### config.mk
export PLATFORM = sky130hd
export DESIGN_NAME = toml_string_unescape_top
export DESIGN_NICKNAME = d
export VERILOG_FILES = /design/src/hdl/tsu_pkg.sv /design/src/hdl/tsu_front.sv /design/src/hdl/tsu_jobq.sv /design/src/hdl/tsu_back.sv /design/src/hdl/toml_string_unescape_top.sv
export SDC_FILE = /design/constraint.sdc
export NUM_CORES = 1
export LEC_CHECK = 0
export BUFFER_PORTS_ARGS = -buffer_cell sky130_fd_sc_hd__clkbuf_2
export CORE_MARGIN = 1
export CORE_UTILIZATION = 50
export DETAILED_ROUTE_END_ITERATION = 8
export GPL_ROUTABILITY_DRIVEN = 0
export GPL_TIMING_DRIVEN = 0
export HOLD_SLACK_MARGIN = 0.03
export MAX_ROUTING_LAYER = met4
export PLACE_DENSITY = 0.78
export SLEW_MARGIN = 0
export SYNTH_ARGS = -nofsm -noshare
export SYNTH_HDL_FRONTEND = slang
export SYNTH_HIERARCHICAL = 1
export SYNTH_SLANG_ARGS = --single-unit
### constraint.sdc
create_clock -name clk -period 12.56 [get_ports clk]
set_input_delay 2.512 -clock clk [delete_from_list [all_inputs] [get_ports clk]]
set_output_delay 2.512 -clock clk [all_outputs]
set_load 0.005 [all_outputs]
### src/hdl/tsu_pkg.sv
// Shared types, codes and constants for the TOML basic string unescaper.
package tsu_pkg;

  // Input item kinds
  localparam logic [1:0] KIND_OPEN = 2'd0;
  localparam logic [1:0] KIND_CHAR = 2'd1;
  localparam logic [1:0] KIND_END  = 2'd2;

  // Result kinds
  localparam logic [1:0] RK_BYTE  = 2'd0;
  localparam logic [1:0] RK_CLOSE = 2'd1;
  localparam logic [1:0] RK_ERROR = 2'd2;

  // Error codes
  localparam logic [2:0] ERR_NONE      = 3'd0;
  localparam logic [2:0] ERR_NEWLINE   = 3'd1;
  localparam logic [2:0] ERR_ESCAPE    = 3'd2;
  localparam logic [2:0] ERR_HEX       = 3'd3;
  localparam logic [2:0] ERR_CODEPOINT = 3'd4;
  localparam logic [2:0] ERR_TRUNCATED = 3'd5;
  localparam logic [2:0] ERR_UNTERM    = 3'd6;

  // Characters the decoder looks at
  localparam logic [7:0] CH_QUOTE = 8'h22;
  localparam logic [7:0] CH_BSL   = 8'h5C;
  localparam logic [7:0] CH_LF    = 8'h0A;
  localparam logic [7:0] CH_CR    = 8'h0D;
  localparam logic [7:0] CH_B     = 8'h62;
  localparam logic [7:0] CH_F     = 8'h66;
  localparam logic [7:0] CH_N     = 8'h6E;
  localparam logic [7:0] CH_R     = 8'h72;
  localparam logic [7:0] CH_T     = 8'h74;
  localparam logic [7:0] CH_LC_U  = 8'h75;
  localparam logic [7:0] CH_UC_U  = 8'h55;

  // Codepoint limits
  localparam logic [31:0] CP_MAX     = 32'h0010_FFFF;
  localparam logic [31:0] CP_SUR_LO  = 32'h0000_D800;
  localparam logic [31:0] CP_SUR_HI  = 32'h0000_DFFF;
  localparam logic [31:0] CP_1B_MAX  = 32'h0000_007F;
  localparam logic [31:0] CP_2B_MAX  = 32'h0000_07FF;
  localparam logic [31:0] CP_3B_MAX  = 32'h0000_FFFF;

  // Job queue between front and back
  localparam int JQ_DEPTH = 4;
  localparam int JQ_AW    = $clog2(JQ_DEPTH);
  localparam int JQ_CW    = $clog2(JQ_DEPTH + 1);

  // One job: the one to four results caused by one input transaction
  typedef struct packed {
    logic [1:0]      rk;      // result kind for every result of the job
    logic [2:0]      err;     // error code, error jobs only
    logic [1:0]      cnt_m1;  // number of results minus one
    logic [3:0][7:0] bytes;   // byte results, index 0 first
  } job_t;

endpackage

### src/hdl/tsu_front.sv
// Front end: tracks the string parse state and turns each transaction into a job.
module tsu_front import tsu_pkg::*; (
  input  logic       clk,
  input  logic       rst_n,
  input  logic       in_push,
  output logic       in_full,
  input  logic [1:0] in_kind,
  input  logic       in_triple_quoted,
  input  logic [7:0] in_char_byte,
  output logic       jq_push,
  output job_t       jq_job,
  input  logic       jq_full
);

  typedef struct packed {
    logic        in_string;
    logic        multiline;
    logic        skip_nl;
    logic        esc;
    logic [3:0]  hex_rem;
    logic [31:0] hex_acc;
    logic [1:0]  held;
  } st_t;

  localparam st_t ST_IDLE = '0;

  // Hex digit decode: {valid, value}
  function automatic logic [4:0] hex_digit(input logic [7:0] c);
    logic [4:0] r;
    r = '0;
    if (c >= 8'h30 && c <= 8'h39)      r = {1'b1, 4'(c - 8'h30)};
    else if (c >= 8'h61 && c <= 8'h66) r = {1'b1, 4'(c - 8'h57)};
    else if (c >= 8'h41 && c <= 8'h46) r = {1'b1, 4'(c - 8'h37)};
    return r;
  endfunction

  // Codepoint to a UTF-8 job, or a bad codepoint error
  function automatic job_t utf8_job(input logic [31:0] cp);
    job_t j;
    j = '0;
    if (cp > CP_MAX || (cp >= CP_SUR_LO && cp <= CP_SUR_HI)) begin
      j.rk  = RK_ERROR;
      j.err = ERR_CODEPOINT;
    end else if (cp <= CP_1B_MAX) begin
      j.bytes[0] = cp[7:0];
    end else if (cp <= CP_2B_MAX) begin
      j.cnt_m1   = 2'd1;
      j.bytes[0] = {3'b110, cp[10:6]};
      j.bytes[1] = {2'b10, cp[5:0]};
    end else if (cp <= CP_3B_MAX) begin
      j.cnt_m1   = 2'd2;
      j.bytes[0] = {4'b1110, cp[15:12]};
      j.bytes[1] = {2'b10, cp[11:6]};
      j.bytes[2] = {2'b10, cp[5:0]};
    end else begin
      j.cnt_m1   = 2'd3;
      j.bytes[0] = {5'b11110, cp[20:18]};
      j.bytes[1] = {2'b10, cp[17:12]};
      j.bytes[2] = {2'b10, cp[11:6]};
      j.bytes[3] = {2'b10, cp[5:0]};
    end
    return j;
  endfunction

  st_t  st_r, st_nxt;
  job_t job;
  logic job_valid;
  logic accept;

  assign in_full = jq_full;
  assign accept  = in_push && !jq_full;
  assign jq_push = accept && job_valid;
  assign jq_job  = job;

  // Next state and job for the presented transaction
  always_comb begin
    logic [4:0]  hd;
    logic [31:0] acc;
    logic [2:0]  total;
    logic        not_bsl;
    logic [7:0]  c;
    c         = in_char_byte;
    hd        = hex_digit(c);
    acc       = {st_r.hex_acc[27:0], hd[3:0]};
    not_bsl   = (c != CH_BSL);
    total     = {1'b0, st_r.held} + {2'b00, not_bsl};
    st_nxt    = st_r;
    job       = '0;
    job_valid = 1'b0;
    unique case (in_kind)
      KIND_OPEN: begin
        st_nxt           = ST_IDLE;
        st_nxt.in_string = 1'b1;
        st_nxt.multiline = in_triple_quoted;
        st_nxt.skip_nl   = in_triple_quoted;
      end
      KIND_CHAR: begin
        if (st_r.in_string) begin
          st_nxt.skip_nl = 1'b0;
          if (st_r.skip_nl && c == CH_LF) begin
            // newline right after the opener is dropped
          end else if (st_r.hex_rem != 4'd0) begin
            if (!hd[4]) begin
              job_valid = 1'b1;
              job.rk    = RK_ERROR;
              job.err   = ERR_HEX;
              st_nxt    = ST_IDLE;
            end else if (st_r.hex_rem == 4'd1) begin
              job_valid = 1'b1;
              job       = utf8_job(acc);
              st_nxt.hex_rem = 4'd0;
              st_nxt.hex_acc = '0;
              if (job.rk == RK_ERROR) st_nxt = ST_IDLE;
            end else begin
              st_nxt.hex_rem = st_r.hex_rem - 4'd1;
              st_nxt.hex_acc = acc;
            end
          end else if (st_r.esc) begin
            st_nxt.esc = 1'b0;
            job_valid  = 1'b1;
            unique case (c)
              CH_QUOTE: job.bytes[0] = CH_QUOTE;
              CH_BSL:   job.bytes[0] = CH_BSL;
              CH_B:     job.bytes[0] = 8'h08;
              CH_F:     job.bytes[0] = 8'h0C;
              CH_N:     job.bytes[0] = 8'h0A;
              CH_R:     job.bytes[0] = 8'h0D;
              CH_T:     job.bytes[0] = 8'h09;
              CH_LC_U: begin
                job_valid      = 1'b0;
                st_nxt.hex_rem = 4'd4;
                st_nxt.hex_acc = '0;
              end
              CH_UC_U: begin
                job_valid      = 1'b0;
                st_nxt.hex_rem = 4'd8;
                st_nxt.hex_acc = '0;
              end
              default: begin
                job.rk  = RK_ERROR;
                job.err = ERR_ESCAPE;
                st_nxt  = ST_IDLE;
              end
            endcase
          end else if (st_r.multiline) begin
            if (c == CH_QUOTE) begin
              if (st_r.held == 2'd2) begin
                // third quote closes the string
                job_valid = 1'b1;
                job.rk    = RK_CLOSE;
                st_nxt    = ST_IDLE;
              end else begin
                st_nxt.held = st_r.held + 2'd1;
              end
            end else begin
              // held quotes go out first, then the character unless it is a backslash
              st_nxt.held  = 2'd0;
              st_nxt.esc   = !not_bsl;
              job_valid    = (total != 3'd0);
              job.cnt_m1   = 2'(total - 3'd1);
              job.bytes[0] = (st_r.held >= 2'd1) ? CH_QUOTE : c;
              job.bytes[1] = (st_r.held >= 2'd2) ? CH_QUOTE : c;
              job.bytes[2] = c;
            end
          end else begin
            if (c == CH_QUOTE) begin
              job_valid = 1'b1;
              job.rk    = RK_CLOSE;
              st_nxt    = ST_IDLE;
            end else if (c == CH_LF || c == CH_CR) begin
              job_valid = 1'b1;
              job.rk    = RK_ERROR;
              job.err   = ERR_NEWLINE;
              st_nxt    = ST_IDLE;
            end else if (!not_bsl) begin
              st_nxt.esc = 1'b1;
            end else begin
              job_valid    = 1'b1;
              job.bytes[0] = c;
            end
          end
        end
      end
      KIND_END: begin
        if (st_r.in_string) begin
          job_valid = 1'b1;
          job.rk    = RK_ERROR;
          job.err   = (st_r.esc || st_r.hex_rem != 4'd0) ? ERR_TRUNCATED : ERR_UNTERM;
          st_nxt    = ST_IDLE;
        end
      end
      default: begin
        // unused kind: no effect
      end
    endcase
  end

  // Parse state register
  always_ff @(posedge clk) begin
    if (!rst_n) begin
      st_r <= ST_IDLE;
    end else if (accept) begin
      st_r <= st_nxt;
    end
  end

endmodule

### src/hdl/tsu_jobq.sv
// Short job queue that decouples the front end from the result sequencer.
module tsu_jobq import tsu_pkg::*; (
  input  logic clk,
  input  logic rst_n,
  input  logic push,
  input  job_t push_job,
  output logic full,
  input  logic pop,
  output job_t head,
  output logic empty
);

  job_t             mem_r [JQ_DEPTH];
  logic [JQ_AW-1:0] wr_ptr_r, wr_ptr_nxt;
  logic [JQ_AW-1:0] rd_ptr_r, rd_ptr_nxt;
  logic [JQ_CW-1:0] cnt_r, cnt_nxt;
  logic             do_push, do_pop;

  assign full    = (cnt_r == JQ_CW'(JQ_DEPTH));
  assign empty   = (cnt_r == '0);
  assign do_push = push && !full;
  assign do_pop  = pop && !empty;
  assign head    = mem_r[rd_ptr_r];

  // Pointer and fill count update
  always_comb begin
    wr_ptr_nxt = do_push ? wr_ptr_r + JQ_AW'(1) : wr_ptr_r;
    rd_ptr_nxt = do_pop ? rd_ptr_r + JQ_AW'(1) : rd_ptr_r;
    cnt_nxt    = cnt_r + JQ_CW'(do_push) - JQ_CW'(do_pop);
  end

  always_ff @(posedge clk) begin
    if (!rst_n) begin
      wr_ptr_r <= '0;
      rd_ptr_r <= '0;
      cnt_r    <= '0;
    end else begin
      wr_ptr_r <= wr_ptr_nxt;
      rd_ptr_r <= rd_ptr_nxt;
      cnt_r    <= cnt_nxt;
    end
  end

  // Entry storage, no reset
  always_ff @(posedge clk) begin
    if (do_push) begin
      mem_r[wr_ptr_r] <= push_job;
    end
  end

endmodule

### src/hdl/tsu_back.sv
// Back end: walks each job one result per cycle into the output register while that register is free or being popped.
module tsu_back import tsu_pkg::*; (
  input  logic       clk,
  input  logic       rst_n,
  input  job_t       jq_head,
  input  logic       jq_empty,
  output logic       jq_pop,
  output logic       out_empty,
  input  logic       out_pop,
  output logic [1:0] out_result_kind,
  output logic [7:0] out_byte,
  output logic [2:0] out_error_code,
  output logic       out_last
);

  logic [1:0] idx_r, idx_nxt;
  logic       vld_r, vld_nxt;
  logic [1:0] rk_r;
  logic [7:0] byte_r;
  logic [2:0] err_r;
  logic       last_r;
  logic       adv, take, fin;

  // Output slot frees when empty or when its result is popped
  assign adv    = !vld_r || out_pop;
  assign take   = adv && !jq_empty;
  assign fin    = (idx_r == jq_head.cnt_m1);
  assign jq_pop = take && fin;

  always_comb begin
    vld_nxt = vld_r;
    idx_nxt = idx_r;
    if (take) begin
      vld_nxt = 1'b1;
      idx_nxt = fin ? 2'd0 : idx_r + 2'd1;
    end else if (adv) begin
      vld_nxt = 1'b0;
    end
  end

  always_ff @(posedge clk) begin
    if (!rst_n) begin
      vld_r <= 1'b0;
      idx_r <= 2'd0;
    end else begin
      vld_r <= vld_nxt;
      idx_r <= idx_nxt;
    end
  end

  // Result payload
  always_ff @(posedge clk) begin
    if (take) begin
      rk_r   <= jq_head.rk;
      byte_r <= jq_head.bytes[idx_r];
      err_r  <= jq_head.err;
      last_r <= fin;
    end
  end

  assign out_empty       = !vld_r;
  assign out_result_kind = rk_r;
  assign out_byte        = byte_r;
  assign out_error_code  = err_r;
  assign out_last        = last_r;

endmodule

### src/hdl/toml_string_unescape_top.sv
// Top level of the TOML basic string unescaper.
// One input transaction (open, character or end) is taken per clock while
// in_full is low; in_full rises only when the four-entry job queue between
// the decoder and the result sequencer is full. Each transaction yields zero
// to four results (up to four UTF-8 bytes from a hex escape, up to three
// for flushed quotes plus a character), and results leave at one per clock
// through a single output register while out_pop takes them. A result passes
// through the job queue and then the output register. out_last marks the
// final result of each transaction.
module toml_string_unescape_top import tsu_pkg::*; (
  input  logic       clk,
  input  logic       rst_n,
  input  logic       in_push,
  output logic       in_full,
  input  logic [1:0] in_kind,
  input  logic       in_triple_quoted,
  input  logic [7:0] in_char_byte,
  output logic       out_empty,
  input  logic       out_pop,
  output logic [1:0] out_result_kind,
  output logic [7:0] out_byte,
  output logic [2:0] out_error_code,
  output logic       out_last
);

  logic jq_push, jq_full, jq_pop, jq_empty;
  job_t jq_in, jq_head;

  tsu_front u_front (
    .clk              (clk),
    .rst_n            (rst_n),
    .in_push          (in_push),
    .in_full          (in_full),
    .in_kind          (in_kind),
    .in_triple_quoted (in_triple_quoted),
    .in_char_byte     (in_char_byte),
    .jq_push          (jq_push),
    .jq_job           (jq_in),
    .jq_full          (jq_full)
  );

  tsu_jobq u_jobq (
    .clk      (clk),
    .rst_n    (rst_n),
    .push     (jq_push),
    .push_job (jq_in),
    .full     (jq_full),
    .pop      (jq_pop),
    .head     (jq_head),
    .empty    (jq_empty)
  );

  tsu_back u_back (
    .clk             (clk),
    .rst_n           (rst_n),
    .jq_head         (jq_head),
    .jq_empty        (jq_empty),
    .jq_pop          (jq_pop),
    .out_empty       (out_empty),
    .out_pop         (out_pop),
    .out_result_kind (out_result_kind),
    .out_byte        (out_byte),
    .out_error_code  (out_error_code),
    .out_last        (out_last)
  );

endmodule

==> results.md, run 1 <==
- Critical R2R Capture: u_jobq/cnt_r[2]
- Via-to-Cell Ratio: ~6.2
- Synth Area in XOR/XNOR: 0.3343%
- Remaining global-route overflow: 0
- WS Path Type: input port to flop
- Commonest non-fill, non-tap cells in the layout: edfxtp_1, nand2_1, dfxtp_1, nor2_1, mux4_2
- Via count: between 7k and 8k
- Crit path max fanout: 9
- Mean area per synthesized cell: around 13 um2
- Cells after Synth: between 800 and 900
- Status: finished clean
- Mux contribution to synthesized area: about a tenth
- Crit-path max cell delay: roughly 680 ps
- Die H: 146.8 um
- R2r setup slk: roughly 8300 ps
- Clock skew: about 18 ps
- Setup violators final: 0
- CTS HTree Levels: 1
- Number of enable flip-flop cells after synthesis: 170
- Synth cell types: 77
- Cell Pwr Density: approximately 130 nW/um2
- #FFs+latches synth: 220
- Num CTS Buffers: 22
- DIE AREA: about 22000 um2
- Final ANT Viol Nets: 0
- Clock buffer depth: 3
- First-pass GRT wire length: 38.19 mm
- Post-synthesis compound-gate area fraction: a little over a tenth
- Area Overhead vs Synth: 12.36%
- Antenna Cells: 0
- PostCTS Resize Cnt: 0
- Multi-input gate area: a little under 4000 um2
- Hold Vio Cnt, Final: 0
- Seq. cell area: a little over 6000 um2
- Post-synth top area share: about half
- Hold endpoint: u_front/st_r[28]
- Rows: between 50 and 60
- Layout fillers: between 1.5k and 2k
- Post-Route Setup TNS: 0 ps
- Cell taking the most area after synthesis: edfxtp_1
- Hold-fix buffers at CTS: 0
- Largest net degree at the start of global routing: 25
- Avg WL per Cell: between 20 and 25 um
- Ys async rst share: 0%
- Area of the core: 20360 um2
- Commonest non-fill, non-tap cell in the layout: edfxtp_1
- DR iter-0 viols: roughly 740
- IO Pins: 31
- Minimum clock period: about 7000 ps
- YS warnings: 6
- Vias in the first global route: 6850
- Fin nets: 911
- Final Total Pwr: around 1500 uW
- GR Util All Layers: between 20% and 30%
- Post-DP HPWL: 16.89 mm
- Area of the mapped netlist: around 10000 um2
- Cell depth of the worst flop-to-flop path: 20
- Hold Path Stages: 2
- Post-Synth Adder-Cell Area: about 2.6%
- Die width: between 100 and 150 um
- Synth top area cells: edfxtp_1, mux4_2, dfxtp_1
- CP arrival: around 7300 ps
- RSZ-0062 raised after global routing: false
- Initial antenna violation count: 0
- Simple-Gate Fraction of Synth Area: between 10% and 20%
- CTS tree: yes
- Worst vdd ir: 126.0 uV
- Root Driver: clkbuf_16
- Peak Freq: 145.1 MHz
- Final wirelength: between 20 and 25 mm
- Port bufs: 29
- Number of max-cap violations: 0
- Hold path start: u_front/st_r[28]
- Worst Hold Class: flop to flop
- Static leakage: just over 0.004 uW
- Post-CTS setup buffers: 0
- DR pass1 iterations: 7
- Seq/Total Area, Yosys: around three fifths
- Critical Path Source Type: input port
- CTS clk-pin slew, worst paths: 60 ps
- Slowest cell on the critical path: nor4_2
- R2r startpoint: u_front/st_r[34]
- Drc violations: 0
- Hold Slack: around 460 ps
- TritonCTS Sinks: 220
- Max Slew Vio Count: 0
- Combinational family with the most area after synthesis: simple AND/OR/NAND/NOR gates
- Syn_nets: 853
- Fin crit share: between 50% and 60%
- Starting Density: slightly above 50%
- Max_slew headroom: between 20% and 30%
- WP data required: 12970 ps
- Synth Flop Type: edfxtp_1
- CP endpoint kind: flop
- Layout cells sized above 1: about a fifth
- Skew-Pair Late Insertion Delay: roughly 520 ps
- Worst-margin pin slew: about 1100 ps
## layer usage
layer	track usage, %	up-vias	wire [um]
li1	-	3256	-
met4	8.073	0	799
met2	37.89	389	11910
met3	3.758	76	1747
met1	31.58	3522	10410
met5	-	-	0
## stage by stage
step                utilization, %  instances  setup slack [ps]  area (um2)
global placement             53.83       1116              4599       10960
global route                 57.82       1160              5252       11780
CTS                          57.82       1160              5675       11770
floorplan                        -        817              6131       10480
finish                       57.82       1160              5666       11780
detailed placement           54.31       1121              5148       11060
## state kept, by name, summed over array words and instances, names as in the netlist, named ones only
name / count
u_back/out_error_code: 3
u_jobq/wr_ptr_r: 2
u_back/vld_r: 1
u_back/out_result_kind: 2
u_back/idx_r: 2
u_jobq/rd_ptr_r: 2
u_jobq/cnt_r: 3
u_back/out_byte: 8
u_jobq/mem_r: 156
u_front/st_r: 38
u_back/out_last: 1
## cell usage after synthesis, drive strengths merged (3+ instances only)
library cell  instances
or4b                  3
a211oi               11
o21ai                44
nor4b                 6
edfxtp              170
or3                   4
a21oi                40
nand2                75
xnor2                 4
a31oi                 8
nand3b                4
nand2b                7
o311ai                3
mux2i                 4
ha                   20
nor3                 20
clkbuf               26
mux4                 47
a2111oi               5
nor2b                 9
o21a                  5
inv                  34
nor4                 15
nor2                 46
dfxtp                50
buf                  28
and2                 11
a21boi                5
and3                  3
o31ai                18
nand4                 8
nand3                44
a221oi                4
o211ai                5
## area by class of cell
| type | count | share of cell area, % |
|---|---|---|
| Tap cell | 270 | 2.869 |
| Buffer | 54 | 2.327 |
| Inverter | 34 | 1.084 |
| Clock buffer | 27 | 5.005 |
| Timing Repair Buffer | 34 | 2.008 |
| Sequential cell | 220 | 51.85 |
| Multi-Input combinational cell | 509 | 33.79 |
| Clock inverter | 12 | 1.063 |
## how the worst max path moves through the flow
stage,from,slack [ps],to
after global routing,in_char_byte[1],5250,u_jobq/cnt_r[2]
after CTS,in_char_byte[1],5670,u_jobq/cnt_r[2]
after global placement,in_char_byte[0],4600,u_jobq/mem_r[1][13]
after floorplan,in_char_byte[1],6130,u_jobq/cnt_r[2]
final,in_char_byte[1],5670,u_jobq/cnt_r[2]
after detailed placement,in_char_byte[1],5150,u_jobq/cnt_r[2]
## power breakdown
group | switching [uW] | internal (uW) | total (uW)
Combinational | 35.9 | 16.2 | 52.1
Sequential | 0.752 | 777 | 778
Clock | 273 | 376 | 649
Total | 310 | 1170 | 1480
## critical path, delay by kind of cell
kind | cells | cell delay (ps)
and+or+nand+nor | 5 | 1120
AOI/OAI and AO/OA | 3 | 520
xor gates and xnor gates | 2 | 270
buffers and inverters | 9 | 1170
adders and majority gates | 7 | 1710
## kinds of logic after synthesis
kind of cell    after synthesis
simple gates                266
mux                          52
flops                       220
buf+inv                      88
fa+ha+maj                    21
other cells                   1
xor+xnor                      4
compound gates              165
Note: power is estimated with default switching activity, not from simulation.
==> run 2: changes to the inputs <==
- ABC_AREA: not set -> 1
- clock period: 12.56 -> 6.9 ns (I/O delays scaled with it)
==> run 2 against run 1 <==
Effect of this change:
- synthesized area increased by 3.0%
- register-to-register slack got worse by 5100 ps
- hold slack improved by 6.3 ps
- sequential power increased by 86%
- largest cell class unchanged
- non-clock buffer count increased by 3
- critical endpoint unchanged
- critical path type unchanged
- global-route usage increased by 2.6 points
==> results.md, run 2 <==
- Drc violations: 0 (unchanged)
- Root Driver: clkbuf_16
- CP arrival: 5700 ps (-1600 ps)
- Final ANT Viol Nets: 0 (unchanged)
- Commonest non-fill, non-tap cells in the layout: nor2_1, edfxtp_1, nand2_1, o21ai_0, inv_1
- Cell Pwr Density: 247.1 nW/um2 (+97%)
- DIE AREA: 22170 um2 (+2.9%)
- RSZ-0062 raised after global routing: false
- WS Path Type: input port to flop
- CTS HTree Levels: 1 (unchanged)
- Commonest non-fill, non-tap cell in the layout: nor2_1
- Register name with the most flops: u_jobq/mem_r
- CP endpoint kind: flop
- Synth cell types: 48 (-38%)
- Cells after Synth: 1153 (+41%)
- Max_slew headroom: 29.81% (+4.5 points)
- Final wirelength: 28.05 mm (+13%)
- Clock buffer depth: 3 (unchanged)
- Critical Path Source Type: input port
- Sw Pwr: 742.6 uW (+140%)
- Worst Hold Class: flop to flop
- Comb power frac: 9.6% (+6.1 points)
- Fin crit share: 76.71%
- Dpl cells: 1462 (+30%)
- Worst vdd ir: 229.4 uV (+82%)
- Synth Flop Type: edfxtp_1
- Syn_nets: 1189 (+39%)
- DR iter-0 viols: 1087 (+46%)
- Post-CTS setup buffers: 0 (unchanged)
- Top cells by count, synth: nor2_1, edfxtp_1, nand2_1
- Die H: 148.9 um (+1.5%)
- Slowest cell on the critical path: ha_1
- #FFs+latches synth: 220 (unchanged)
- Synth top area cells: edfxtp_1, dfxtp_1, nor2_1
- CTS clk-pin slew, worst paths: 60 ps (about the same)
- Status: finished clean
- Worst-margin pin slew: 1043 ps (-61.97 ps)
- Gr busiest metal: met2
- Crit path max fanout: 8 (-1)
- Skew-Pair Late Insertion Delay: 520 ps (about the same)
- Avg WL per Cell: 18.65 um (-13%)
- IO Pins: 31 (unchanged)
- Largest net degree at the start of global routing: 30 (+20%)
- Peak Freq: roughly 190 MHz
- Sw Ratio: 24.66% (+3.7 points)
- GR Util All Layers: 26.50% (+2.6 points)
- YS warnings: 6 (unchanged)
- Number of max-cap violations: 0 (unchanged)
- Die width: 148.9 um (+1.5%)
- Layout cells sized above 1: 13.83% (-4.8 points)
- Largest delay share family, worst path: adder cells
- Port bufs: 29 (unchanged)
- Design Area, Final: 12190 um2 (+3.5%)
- Met3 Usage GRT: 3.486% (-0.27 points)
- Area of the mapped netlist: 10790 um2 (+3.0%)
- Clock skew: 14.94 ps (-2.807 ps)
- Remaining global-route overflow: 0 (unchanged)
- CTS tree: yes
- Clock power frac: 42.1% (-1.8 points)
- Cell taking the most area after synthesis: edfxtp_1
- Antenna Cells: 0 (unchanged)
- TritonCTS Sinks: 220 (unchanged)
- Post-route insts no fill: 1504 (+30%)
- Fin nets: 1248 (+37%)
- PostCTS Resize Cnt: 0 (unchanged)
- Static leakage: 0.004228 uW (+3.5%)
- Rows: 53 (+1.9%)
- Internal: 2269 uW (+94%)
- Post-placement cell area: 11400 um2 (+3.1%)
- Met1 usage: 34.40% (+2.8 points)
- Hold Vio Cnt, Final: 0 (unchanged)
- Number of enable flip-flop cells after synthesis: 170 (unchanged)
- Met2 usage: 42.44% (+4.6 points)
- Hold-fix buffers at CTS: 0 (unchanged)
- Most numerous cell in the Yosys netlist: nor2_1
- Ys async rst share: 0% (unchanged)
- Crit-path max cell delay: 400 ps (-280 ps)
- Setup violators final: 0 (unchanged)
- First-pass GRT wire length: 44.33 mm (+16%)
- Area Overhead vs Synth: 12.94%
- Minimum clock period: approximately 5300 ps
- Post-DP HPWL: 19.57 mm (+16%)
- Largest register FFs: 156 (unchanged)
- Via-to-Cell Ratio: 5.928 (-5.1%)
- Initial antenna violation count: 0 (unchanged)
- DR pass1 iterations: 7 (unchanged)
- Max Slew Vio Count: 0 (unchanged)
- Sequential Power Share: 48.3% (-4.3 points)
- Starting Density: 51.17% (-0.29 points)
- Mean area per synthesized cell: 9.360 um2 (-27%)
- Vias in the first global route: 8435 (+23%)
- Via count: 8915 (+23%)
- Area of the core: 21090 um2 (+3.6%)
- Buffers and inverters on the worst path: 7 (-2)
- Post-synth top area share: 47.30% (-1.4 points)
- WP data required: 7310 ps (-5660 ps)
- Seq/Total Area, Yosys: 56.58% (-1.7 points)
- Num CTS Buffers: 23 (+4.5%)
run 2: cell count changes in the layout (fill, tap and decap cells not counted), sizes merged, moves of 11 or more:
cell    change
o31ai      -17
clkbuf     -11
o22ai      +49
nand2      +72
nor4       -14
mux4       -47
inv        +70
a21oi      +37
nor2      +159
and2       -11
o21ai     +106
buf        +12
run 2: cell families (layout without fill, tap and decap cells):
logic type / after synthesis / count (layout) / synth area share [%]
xor+xnor: 2 / 2 / 0.1623
simple gates: 449 / 449 / 18.20
compound gates: 300 / 300 / 15.26
flops: 220 / 220 / 56.58
buf+inv: 160 / 236 / 7.258
fa+ha+maj: 21 / 21 / 2.504
other cells: 1 / 1 / 0.03475
run 2: layout make-up:
class	count	area [um2]
buffer	57	394.1
clock buffer	25	593.1
tap	275	344.1
multi-input combinational	773	3933
fill	1744	8900
sequential	220	6106
clock inverter	17	192.7
inverter	103	389.1
timing repair buffer	34	236.5
run 2: final timing paths:
| path | startpoint | end | slack, ps | cells after the start |
|---|---|---|---|---|
| worst max register to register | u_front/st_r[0] | u_jobq/cnt_r[2] | 3210 | 19 |
| worst min-delay path | u_front/st_r[28] | u_front/st_r[28] | 460 | 2 |
| worst max-delay path | in_char_byte[0] | u_jobq/cnt_r[2] | 1610 | 25 |
| worst min register to register | u_front/st_r[28] | u_front/st_r[28] | 460 | 2 |
run 2: per-stage QoR:
stage                     utilization, %  worst slack, ps  hold WS (ps)  setup TNS, ps  power (uW)
final                              57.80             1607         462.5              0        3011
after global routing               57.80             1296         486.9              0        3106
after CTS                          57.80             1708         465.1              0        3019
after detailed placement           54.07             1198         455.5              0        1760
after global placement             53.49           -466.5         452.9         -60660        1753
after floorplan                        -             1376         443.5              0        1681
run 2: power groups by stage:
stage | clock network [uW] | logic, uW | registers (uW)
finish | 1270 | 290 | 1450
global route | 1330 | 319 | 1460
global placement | 0 | 272 | 1480
CTS | 1290 | 280 | 1450
floorplan | 0 | 204 | 1480
detailed placement | 0 | 278 | 1480
run 2: worst register-to-register path, stage by stage, from the launching register on:
cell and delay, ps:
dfxtp_1 330, ha_1 200, ha_1 280, inv_1 40, ha_1 160, inv_1 50, o21ai_0 100, nand2_1 90
o211ai_1 80, nand2_1 70, nand3_1 90, a21oi_1 370, nand2_1 380, ha_1 400, inv_1 60, ha_1 130
inv_1 50, fa_1 390, o21ai_0 240, nor2_1 60
run 2: routing by layer:
layer  wire length [um]  part of all wire, %
met1              10990                   39
met2              13400                   48
met3               2604                  9.3
met4               1059                  3.8
met5                  0                    0
